### src/rtl/gcm_pkg.sv
// Shared types and constants for the greedy change maker.
`timescale 1ns / 1ps
`default_nettype none

package gcm_pkg;

  // Stream word widths (whole bytes)
  localparam int S_DATA_W = 64;  // pay_amount, coin_value
  localparam int M_DATA_W = 72;  // coin_out, coin_count, solved, padding
  localparam int FIELD_W  = 32;

  // Input word kind (s_tuser)
  localparam logic MODE_START = 1'b0;
  localparam logic MODE_COIN  = 1'b1;

  // Output word kind (m_tuser)
  localparam logic KIND_COUNT  = 1'b0;
  localparam logic KIND_STATUS = 1'b1;

  // Sequencer states, one-hot
  typedef enum logic [3:0] {
    ST_IDLE = 4'b0001,
    ST_DIV  = 4'b0010,
    ST_CNT  = 4'b0100,
    ST_STAT = 4'b1000
  } gcm_state_t;

endpackage

`default_nettype wire

### src/rtl/greedy_change_maker_top.sv
// Greedy change maker: bit-serial divider with count and status output stage.
//
//  channel | dir | tdata                         | tuser | tlast
//  --------+-----+-------------------------------+-------+-----------
//  s_*     | in  | pay_amount, coin_value        | mode  | final_item
//  m_*     | out | coin_out, coin_count, solved  | kind  | end_of_run
//
// A start word, or a denomination that gives no count, is taken without division.
// A denomination that divides runs through the restoring divider (one
// quotient bit per cycle) and then loads the count into the output
// register; a final word adds the status word. rst is synchronous and
// clears the sequencer and amount state.
// A stalled output only holds the sequencer when a new result must be loaded.
`timescale 1ns / 1ps
`default_nettype none

module greedy_change_maker_top #(
  parameter int VALUE_WIDTH = 32
) (
  input  wire logic                         clk,
  input  wire logic                         rst,
  // slave side
  input  wire logic                         s_tvalid,
  output      logic                         s_tready,
  input  wire logic [gcm_pkg::S_DATA_W-1:0] s_tdata,   // [31:0] pay_amount, [63:32] coin_value
  input  wire logic                         s_tuser,   // [0] mode
  input  wire logic                         s_tlast,
  // master side
  output      logic                         m_tvalid,
  input  wire logic                         m_tready,
  output      logic [gcm_pkg::M_DATA_W-1:0] m_tdata,   // [31:0] coin_out, [63:32] coin_count,
                                                       // [64] solved, [71:65] zero
  output      logic                         m_tuser,   // [0] kind
  output      logic                         m_tlast
);

  import gcm_pkg::*;

  localparam int W     = VALUE_WIDTH;
  localparam int CNT_W = $clog2(W);

  gcm_state_t state;

  // transaction state
  logic [W-1:0] remaining;
  logic         amount_valid;
  logic         saw_coin;
  logic         pend_final;

  // divider registers
  logic [W-1:0]     divisor;
  logic [W-1:0]     quo;
  logic [W-1:0]     rem;
  logic [CNT_W-1:0] bit_cnt;

  logic         in_acc;
  logic         out_free;
  logic         out_load;
  logic [63:0]  amt_wide;
  logic [63:0]  coin_wide;
  logic [W-1:0] amt;
  logic [W-1:0] coin;
  logic [W:0]   shifted;
  logic [W:0]   diff;
  logic         ge;
  logic [W-1:0] rem_next;
  logic [W-1:0] quo_next;
  logic [63:0]  quo_wide;
  logic [63:0]  div_wide;
  logic         solved;

  assign in_acc   = s_tvalid && s_tready;
  assign out_free = !m_tvalid || m_tready;
  assign out_load = out_free && ((state == ST_CNT) || (state == ST_STAT));
  assign s_tready = (state == ST_IDLE);

  // input fields held at VALUE_WIDTH bits
  assign amt_wide  = {32'd0, s_tdata[FIELD_W-1:0]};
  assign coin_wide = {32'd0, s_tdata[2*FIELD_W-1:FIELD_W]};
  assign amt       = amt_wide[W-1:0];
  assign coin      = coin_wide[W-1:0];

  // one restoring step: shift in the next dividend bit, subtract if it fits
  assign shifted  = {rem, quo[W-1]};
  assign diff     = shifted - {1'b0, divisor};
  assign ge       = (shifted >= {1'b0, divisor});
  assign rem_next = ge ? diff[W-1:0] : shifted[W-1:0];
  assign quo_next = {quo[W-2:0], ge};

  assign quo_wide = 64'(quo);
  assign div_wide = 64'(divisor);
  assign solved   = amount_valid && saw_coin && (remaining == '0);

  // sequencer and transaction state
  always_ff @(posedge clk) begin
    if (rst) begin
      state        <= ST_IDLE;
      m_tvalid     <= 1'b0;
      remaining    <= '0;
      amount_valid <= 1'b0;
      saw_coin     <= 1'b0;
      pend_final   <= 1'b0;
    end else begin
      // output valid: set on load, cleared once taken
      if (out_load) begin
        m_tvalid <= 1'b1;
      end else if (m_tready) begin
        m_tvalid <= 1'b0;
      end
      unique case (state)
        ST_IDLE: begin
          if (in_acc) begin
            pend_final <= s_tlast;
            if (s_tuser == MODE_START) begin
              remaining    <= amt;
              amount_valid <= (amt != '0);
              saw_coin     <= 1'b0;
              if (s_tlast) begin
                state <= ST_STAT;
              end
            end else begin
              saw_coin <= 1'b1;
              if ((coin != '0) && (remaining >= coin)) begin
                state <= ST_DIV;
              end else if (s_tlast) begin
                state <= ST_STAT;
              end
            end
          end
        end
        ST_DIV: begin
          if (bit_cnt == '0) begin
            remaining <= rem_next;
            state     <= ST_CNT;
          end
        end
        ST_CNT: begin
          if (out_free) begin
            state <= pend_final ? ST_STAT : ST_IDLE;
          end
        end
        ST_STAT: begin
          if (out_free) begin
            remaining    <= '0;
            amount_valid <= 1'b0;
            saw_coin     <= 1'b0;
            state        <= ST_IDLE;
          end
        end
        default: begin
          state <= ST_IDLE;
        end
      endcase
    end
  end

  // divider shift registers and output word
  always_ff @(posedge clk) begin
    unique case (state)
      ST_IDLE: begin
        if (in_acc) begin
          divisor <= coin;
          quo     <= remaining;
          rem     <= '0;
          bit_cnt <= CNT_W'(W - 1);
        end
      end
      ST_DIV: begin
        quo     <= quo_next;
        rem     <= rem_next;
        bit_cnt <= bit_cnt - 1'b1;
      end
      ST_CNT: begin
        if (out_free) begin
          m_tdata <= {7'd0, 1'b0, quo_wide[FIELD_W-1:0], div_wide[FIELD_W-1:0]};
          m_tuser <= KIND_COUNT;
          m_tlast <= 1'b0;
        end
      end
      ST_STAT: begin
        if (out_free) begin
          m_tdata <= {7'd0, solved, 64'd0};
          m_tuser <= KIND_STATUS;
          m_tlast <= 1'b1;
        end
      end
      default: begin
      end
    endcase
  end

endmodule

`default_nettype wire
### config.mk
export PLATFORM = sky130hd
export DESIGN_NAME = greedy_change_maker_top
export DESIGN_NICKNAME = d
export VERILOG_FILES = /design/src/rtl/gcm_pkg.sv /design/src/rtl/greedy_change_maker_top.sv
export SDC_FILE = /design/constraint.sdc
export NUM_CORES = 1
export LEC_CHECK = 0
export BUFFER_PORTS_ARGS = -buffer_cell sky130_fd_sc_hd__buf_2
export CAP_MARGIN = 5
export CORE_ASPECT_RATIO = 1.25
export CORE_MARGIN = 2
export CORE_UTILIZATION = 40
export DETAILED_ROUTE_END_ITERATION = 6
export HOLD_SLACK_MARGIN = 0.03
export PLACE_DENSITY = 0.61
export SLEW_MARGIN = 15
export SYNTH_ARGS = -nofsm -noshare
export SYNTH_HDL_FRONTEND = slang
export SYNTH_SLANG_ARGS = --single-unit
### constraint.sdc
create_clock -name clk -period 5.2 [get_ports clk]
set_clock_uncertainty 0.2 [all_clocks]
set_input_delay 1.04 -clock clk [delete_from_list [all_inputs] [get_ports clk]]
set_output_delay 1.04 -clock clk [all_outputs]
set_load 0.01 [all_outputs]
# After elaboration in Yosys (flattened, before gate mapping)

Index checks and enable logic that the tools add are counted.

Register bits after elaboration: 214
Input port bits: 70
Output and inout bits: 76

Equality and inequality tests: 9
Add/sub/neg operators: 2
Multiplexer cells: 35
Reduce and logical (&&, ||, !) cells: 24
Order comparisons: 2

Operators by type and width:

| operator            | count |
|---|---|
| $mux 32             | 7 |
| $mux 72             | 2 |
| $pmux 72 s2         | 1 |
| $pmux 32 s2         | 2 |
| $pmux 32 s3         | 1 |
| $reduce_bool 32->1  | 2 |
| $ge 33x32->1        | 1 |
| $ge 32x32->1        | 1 |
| $logic_not 32->1    | 1 |
| $mux 4              | 8 |
| $sub 32x32->32      | 1 |
| $pmux 4 s4          | 1 |
| $pmux 5 s2          | 1 |
| $mux 1              | 8 |
| $ne 2x2->1 const B  | 4 |
| $reduce_and 4->1    | 2 |
| $reduce_bool 2->1   | 4 |
| $pmux 1 s2          | 3 |
| $reduce_and 3->1    | 2 |
| $logic_and 1x1->1   | 5 |
| $logic_not 5->1     | 1 |
| $mux 5              | 1 |
| $reduce_and 5->1    | 1 |
| $sub 5x1->5 const B | 1 |
| 9 further kinds     | 11 |

# Depth between registers and ports, before layout

Gate-level depths: netlist (run 1).

Word-level depth: 6
Mapped depth: 12
Gate-level depth less buffers: 12

# Least setup slack after synthesis (run 1)

No wires, ideal clock.

Path type: register to register
Start point: register state[1]
End point: register m_tdata[0] (netlist name) (enable)
Period minus slack after synthesis: 4851 ps
Data required time: 4509 ps
Setup time: 491 ps
Arrival time: 4160 ps
Stages on the path, launching flop included: 7
Setup slack: 349 ps
Path through: dfxtp_1 -> or4b_1 -> buf_2 -> clkinv_1 -> clkbuf_1 -> nor2_1 -> nor2_1

Cells in the longest elaborated chain, start to end: 3
Elaborated cells between the ends (all ways): 6

Ends and longest elaborated chain:

| what                                                             | line                           | text |
|---|---|---|
| start: declaration                                               | greedy_change_maker_top.sv:42  | `gcm_state_t state;` |
| start signal: assignment                                         | greedy_change_maker_top.sv:139 | `state <= pend_final ? ST_STAT : ST_IDLE;` |
| $eq 4x4->1 / $eq 4x3->1 (equally long branches)                  | greedy_change_maker_top.sv:159 | `unique case (state)` |
| $ne 2x2->1 (no line) / $reduce_bool 2->1 (equally long branches) | n/a                            |  |
| $reduce_and 3->1 (no line) *                                     | n/a                            |  |
| end signal: assignment                                           | greedy_change_maker_top.sv:175 | `m_tdata <= {7'd0, 1'b0, quo_wide[FIELD_W-1:0], div_wide[FIELD_W-1:0]};` |
| end signal: assignment                                           | greedy_change_maker_top.sv:182 | `m_tdata <= {7'd0, solved, 64'd0};` |
| end: declaration                                                 | greedy_change_maker_top.sv:31  | `output logic [gcm_pkg::M_DATA_W-1:0] m_tdata,` |

Every way passes the cells marked *; elsewhere a longest branch is shown, timed or not.
A chain may end at the register's enable or synchronous reset.

# Worst setup path after layout (run 1)

Start point: register rem[27]
End point: register rem[4], data pin

Cells in the longest elaborated chain, start to end: 3

Ends and longest elaborated chain:

| what                     | line                           | text |
|---|---|---|
| start: declaration       | greedy_change_maker_top.sv:53  | `logic [W-1:0] rem;` |
| start signal: assignment | greedy_change_maker_top.sv:170 | `rem <= rem_next;` |
| $ge 33x32->1             | greedy_change_maker_top.sv:86  | `assign ge = (shifted >= {1'b0, divisor});` |
| $mux 32                  | greedy_change_maker_top.sv:87  | `assign rem_next = ge ? diff[W-1:0] : shifted[W-1:0];` |
| $pmux 32 s2              | greedy_change_maker_top.sv:159 |  |

No other way between the ends.

==> metrics.yaml, run 1 <==
gr-total-overflow: 0
r2r-start: "rem[27]"
drc: 0
die_area_sq_um: 30220
syn_inst: 1164
num_antenna_cells: 0
max_slew_margin_pct: 22.74
vias: 9229
p_total_mw: 4.705
clk_path_buf_depth: 3
wirelength_um: 34060
drt_iter0_drc: 734
p_sw_mw: 1.416
numClockSinks: 207
ctsHoldBuffers: 0
critPathKind: "reg2reg"
cp_max_fo: 15
whs_endpoint: "pend_final"
clkPwrFrac_pct: 35.6
min_period_ns: 3.682
final_util_pct: 46.72
synth_area_leaders: "edfxtp_1 (43%), ha_1 (7.0%), dfxtp_1 (6.9%)"
grt_pass1_vias: 9050
fillers: 2721
grtUsageTotal_pct: 22.31
ant_nets: 0
hold_violations: 0
placed_cells: 1613
grt_pass1_wl_um: 52100
finalSetupViolCount: 0
path_clk_slew_ns: 0.07
seqCellArea_sq_um: 5816
reg2reg_depth: 10
syn-cell-area_sq_um: 11540
rrSetupSlack_ns: 1.52
multi_input_area_sq_um: 5101
die_x_um: 155.9
synth_commonest_cells: "edfxtp_1 (167), nand2_1 (158), nor2_1 (106)"
hold_class: "reg2reg"
drive_above_1_share_pct: 16.56
setup_tns_ns: 0
cts_tree: "yes"
postCtsResizedCells: 0
cts-root-buf: "clkbuf_16"
globalplace.congestion: 0.8912
yosys_most_used_dff: "edfxtp_1"
routed_via_density: 5.583
start_util_pct: 40.61
irDropWorstVdd_mv: 0.2187
antenna_found_initial: 0
yosysTopAreaCell: "edfxtp_1"
power.density_nw_per_um2: 354.6
swShare_pct: 30.09
worst_ep_required_time_ns: 5.25
core_sq_um: 28400
dr.pass1.iters: 6
cap_viol_max_count: 0
ios: 146
p_int_mw: 3.290
p_leak_nw: 5.613
synth_edf_count: 167
postCtsSetupRepairBufs: 0
worstSetupStartpoint: "rem[27]"
synthToLayoutAreaGrowth_pct: 15.03
outcome: "finished clean"
synth_seq_cells: 207
grt_max_degree: 72
r2r_end: "rem[4]"
final_nets: 1418
period_share_pct: 70.80
synthDistinctLibCells: 75
worst_pin_slew_ns: 1.159
fin_cells: 1653
seq_area_frac_synth_pct: 50.41
die_y_um: 193.9
port_buffers: 138
numCtsBuffers: 22
cp.arrival_ns: 3.73
dp_hpwl_um: 25100
synth.top_cell.area_share_pct: 43.47
yosysMostFrequentCell: "edfxtp_1"
slew_violations: 0
cp-end-kind: "flop"
syn_avg_cell_area_sq_um: 9.911
combPwrFrac_pct: 21.1
seq_power_share_pct: 43.3
min-delay-start: "pend_final"
timing.fmax_mhz: 271.6
async_flop_share_pct: 0
whs_path_depth: 2
rsz0062_at_grt: "false"
start_kind: "flop"
rows: 69
htree_levels: 1
yosys_warnings: 0
wl_per_cell_um: 20.60
clock_latency_ns: 0.53
[cell families after synthesis]
family	synth area share, %
simple gates	17.45
compound gates	16.33
flops	50.41
buf+inv	5.792
fa+ha+maj	7.223
xor+xnor	2.050
mux	0.7050
other cells	0.03251
[power by group through the flow]
| stage | combinational, mW | clock [mW] | sequential [mW] |
|---|---|---|---|
| floorplan | 0.712 | 0 | 2.04 |
| global placement | 0.971 | 0 | 2.07 |
| detailed placement | 0.978 | 0 | 2.07 |
| CTS | 0.986 | 1.70 | 2.04 |
| global route | 1.10 | 1.76 | 2.05 |
| finish | 0.992 | 1.67 | 2.04 |
[flip-flops by register name (all words and copies together) (netlist names)]
signal        flops
amount_valid      1
bit_cnt           5
divisor          32
m_tdata          65
m_tlast           1
m_tvalid          1
pend_final        1
quo              32
rem              32
remaining        32
saw_coin          1
state             4
[per-stage QoR]
step                      hold slack [ns]  setup slack [ns]  instance area [sq um]
final                              0.2846             1.518                  13270
after global routing               0.3222             1.389                  13270
after CTS                          0.2832             1.611                  13270
after detailed placement           0.2752             1.653                  12520
after global placement             0.2677             1.702                  12520
after floorplan                    0.2496            0.3494                  11560
[cells in the final DEF, fill, tap and decap left out, types with 5 or more instances in the layout]
master / netlist / routed
nand4_1: 20 / 20
xor2_1: 10 / 10
a211oi_1: 26 / 26
o31ai_1: 6 / 5
conb_1: 1 / 7
a21boi_0: 20 / 20
mux2i_1: 7 / 7
a31oi_1: 11 / 11
ha_1: 65 / 65
buf_4: 9 / 11
nand2b_1: 8 / 8
o211ai_1: 5 / 5
or4b_1: 5 / 5
buf_2: 15 / 138
and2_1: 33 / 33
o21ai_0: 35 / 35
nor2_1: 106 / 104
nand2_1: 158 / 157
a21o_1: 26 / 26
a2111oi_2: 5 / 5
nor4_1: 25 / 25
nor3_1: 21 / 21
xnor2_1: 17 / 17
edfxtp_1: 167 / 167
inv_1: 96 / 96
a21oi_1: 85 / 85
clkbuf_16: 0 / 22
a211o_1: 8 / 8
dfxtp_1: 40 / 40
nand3_1: 10 / 10
or3_1: 8 / 8
o21bai_1: 8 / 8
o21a_1: 12 / 12
a211oi_2: 5 / 5
[worst max-delay path, stage by stage (launching register included)]
cell,delay [ns]
edfxtp_1,0.44
ha_1,0.42
o21ai_0,0.12
o21bai_1,0.36
a31oi_1,0.19
nand3b_1,0.18
o31a_1,0.48
buf_4,0.29
a21boi_0,0.10
o21ai_0,0.52
inv_1,0.07
[final cells by class]
cell class	instances	area share, %
inverters	97	2.744
multi-input cells	804	38.44
repair buffers	150	5.978
clock buffers	26	4.262
clock inverters	14	1.405
flip-flops and latches	207	43.82
well taps	355	3.347
[worst max path at each step]
stage                       endpoint  slack, ns  cells past startpoint
final                         rem[4]       1.52                     10
after global routing          rem[4]       1.39                     10
after CTS                     rem[4]       1.61                     10
after detailed placement      rem[4]       1.65                     10
after global placement        rem[4]       1.70                     10
after floorplan           m_tdata[0]       0.35                      6
[routing by layer]
metal	vias to the layer above	global-route usage, %	wire [um]
met1	4440	29.24	14450
met3	49	2.950	1998
met5	-	0	0
met2	325	37.87	16470
li1	4415	-	-
met4	0	7.747	1146
(Power assumes the default switching activity.)
==> inputs of run 2 (changes only) <==
--- a/config.mk
+++ b/config.mk
@@ -5,6 +5,7 @@
 export SDC_FILE = /design/constraint.sdc
 export NUM_CORES = 1
 export LEC_CHECK = 0
+export ABC_AREA = 1
 export BUFFER_PORTS_ARGS = -buffer_cell sky130_fd_sc_hd__buf_2
 export CAP_MARGIN = 5
 export CORE_ASPECT_RATIO = 1.25
==> constraint.sdc (replaced) <==
create_clock -name clk -period 3.3 [get_ports clk]
set_clock_uncertainty 0.2 [all_clocks]
set_input_delay 0.66 -clock clk [delete_from_list [all_inputs] [get_ports clk]]
set_output_delay 0.66 -clock clk [all_outputs]
set_load 0.01 [all_outputs]
==> run 2 against run 1 <==
Against the previous run:
- first-iteration DRC count up 14%
- critical path depth up 4
- area after synthesis up 1.5%
- routed wire length down 1.1%
- sequential share of layout area down 0.89 points
- combinational power rose to 4.0 times the previous value
- non-clock buffer count up 4
- maximum frequency up 20%
- utilization down 0.14 points
==> metrics.yaml, run 2 <==
outcome: "finished clean"
critPathSlowestCell: "edfxtp_1"
period_share_pct: 92.72  # +22 points
largest_register: "m_tdata"
hold_class: "in2reg"
synth.top_cell.area_share_pct: 42.83  # -0.64 points
wirelength_um: 33690  # -1.1%
p_leak_nw: 6.475  # +15%
numCtsBuffers: 22  # unchanged
timing.fmax_mhz: 326.8  # +20%
setup_tns_ns: 0  # unchanged
synth_edf_count: 167  # unchanged
min-delay-start: "s_tdata[36]"
num_antenna_cells: 0  # unchanged
cp-end-kind: "flop"
yosys_warnings: 0  # unchanged
min_period_ns: 3.060  # -0.6219 ns
start_util_pct: 40.27  # -0.35 points
cap_viol_max_count: 0  # unchanged
whs_path_depth: 1  # -1
postCtsSetupRepairBufs: 0  # unchanged
rsz0062_at_grt: "false"
synthToLayoutAreaGrowth_pct: 15.68
critPathKind: "reg2reg"
final_cell_mix: "nand2_1 (291), inv_1 (257), edfxtp_1 (167)"
dr.max_layer_used: "met4"
synth_seq_cells: 207  # unchanged
slowest_delay_ns: 0.42  # -0.10 ns
yosysTopAreaCell: "edfxtp_1"
worst_pin_slew_ns: 0.5553  # -0.6036 ns
dr.pass1.iters: 5  # -1
yosys_most_used_dff: "edfxtp_1"
cp.arrival_ns: 3.12  # -0.61 ns
power.density_nw_per_um2: 783.1  # +120%
placed_cells: 1899  # +18%
synthDistinctLibCells: 46  # -39%
port_buffers: 138  # unchanged
die_area_sq_um: 30660  # +1.5%
dp_hpwl_um: 25880  # +3.1%
worst_ep_required_time_ns: 3.36  # -1.89 ns
start_kind: "flop"
syn-cell-area_sq_um: 11710  # +1.5%
reg2reg_depth: 14  # +4
async_flop_share_pct: 0  # unchanged
mostFrequentLayoutCell: "nand2_1"
gr-total-overflow: 0  # unchanged
cts_tree: "yes"
wl_met3_um: 1678  # -16%
htree_levels: 1  # unchanged
rrSetupSlack_ns: 0.24  # -1.28 ns
grt_max_degree: 68  # -5.6%
rows: 70  # +1.4%
vias: 9671  # +4.8%
syn_inst: 1390  # +19%
ctsHoldBuffers: 0  # unchanged
synth_commonest_cells: "nand2_1 (292), inv_1 (257), edfxtp_1 (167)"
path_clk_slew_ns: 0.07  # about the same
die_y_um: 195.3  # +0.73%
finalSetupViolCount: 0  # unchanged
final_util_pct: 46.58  # -0.14 points
die_x_um: 157.0  # +0.72%
pre_cts_slack_ns: 0.2909  # -1.362 ns
largest_reg_flops: 65  # unchanged
grt_pass1_wl_um: 52560  # +0.89%
postCtsResizedCells: 0  # unchanged
drive_above_1_share_pct: 13.87  # -2.7 points
yosysMostFrequentCell: "nand2_1"
whs_endpoint: "divisor[4]"
slew_violations: 0  # unchanged
holdWs_ns: 0.1236  # -0.1610 ns
layout_setup_ws_ns: 0.2402  # -1.278 ns
ant_nets: 0  # unchanged
ios: 146  # unchanged
max_slew_margin_pct: 62.64  # +40 points
drt_iter0_drc: 839  # +14%
wl_met1_um: 14700  # +1.8%
globalplace.congestion: 0.9633  # +8.1%
seq_area_frac_synth_pct: 49.67  # -0.74 points
clock_latency_ns: 0.53  # about the same
r2r-start: "rem[1]"
antenna_found_initial: 0  # unchanged
path_cells: "ha_1, nand3_1, nand2_1, nand2_1, nand2_2, nand2_2, nand2_2, nand2_1, nand3_2, nand2_4, nand2_4, nand2_1, nand3_1, inv_1"
cts-root-buf: "clkbuf_16"
cp_max_fo: 33  # +18
final_nets: 1663  # +17%
grt_pass1_vias: 9522  # +5.2%
final_area_sq_um: 13540  # +2.1%
hold_violations: 0  # unchanged
grtUsageTotal_pct: 22.12  # -0.18 points
irDropWorstVdd_mv: 0.4648  # +110%
clk_path_buf_depth: 3  # unchanged
dpl_cell_area_sq_um: 12760  # +2.0%
routed_via_density: 4.988  # -11%
r2r_end: "rem[25]"
core_sq_um: 29080  # +2.4%
fillers: 2927  # +7.6%
fin_cells: 1939  # +17%
drc: 0  # unchanged
critPathMostFrequentCell: "nand2_1"
wl_per_cell_um: 17.38  # -16%
syn_avg_cell_area_sq_um: 8.424  # -15%
dr_wl_met2_um: 16010  # -2.8%
p_total_mw: 10.61  # +130%
numClockSinks: 207  # unchanged
synth_area_leaders: "edfxtp_1 (43%), nand2_1 (9.4%), inv_1 (8.2%)"
run 2: cell count changes after synthesis, sizes merged, moves of 21 or more:
| cell | delta |
|---|---|
| o21ai | +49 |
| a211oi | -29 |
| a21oi | +28 |
| and2 | -33 |
| nand2 | +140 |
| a21boi | -21 |
| inv | +165 |
| a21o | -25 |
| nand3 | +83 |
run 2: kinds of logic after synthesis:
| group | after synthesis | share of synthesized area [%] |
|---|---|---|
| other | 1 | 0.03203 |
| buffers and inverters | 309 | 11.16 |
| AND/OR/NAND/NOR | 579 | 21.44 |
| flip-flops | 207 | 49.67 |
| XOR/XNOR | 16 | 1.197 |
| AO/OA/AOI/OAI | 212 | 9.393 |
| adder cells (fa/ha/maj) | 66 | 7.117 |
run 2: metal layers:
metal,global-route usage (%),up-vias
met2,36.50,312
met1,29.70,4482
met5,0,-
met4,9.192,0
li1,-,4808
met3,2.264,69
run 2: worst max-delay path by stage:
stage | startpoint | endpoint | slack, ns | depth (start not counted)
after detailed placement | rem[1] | rem[19] | 0.29 | 14
after floorplan | state[2] | bit_cnt[0] | 0.31 | 7
after CTS | rem[1] | rem[19] | 0.24 | 14
final | rem[1] | rem[25] | 0.24 | 14
after global placement | rem[1] | rem[19] | 0.28 | 14
after global routing | rem[1] | rem[19] | 0.002 | 14
run 2: layout make-up:
type                            count  area, sq um  area share, %
Clock buffer                       34        668.1          4.933
Clock inverter                      6        111.4         0.8222
Inverter                          262        984.7          7.270
Multi-Input combinational cell    880         4633          34.21
Sequential cell                   207         5816          42.94
Tap cell                          396        495.5          3.658
Timing Repair Buffer              154        835.8          6.171
run 2: power breakdown:
group,total [mW],switching [mW],internal [mW],leakage [nW]
registers,3.97,0.365,3.61,1.90
clock network,2.66,1.03,1.63,0.376
logic,3.97,2.66,1.31,4.20
total,10.6,4.06,6.55,6.48
run 2: critical path, delay by kind of cell, from the launching register on:
kind | cells | cell delay, ns
fa+ha+maj | 1 | 0.41
buf+inv | 1 | 0.05
flops | 1 | 0.42
simple gates | 12 | 1.70
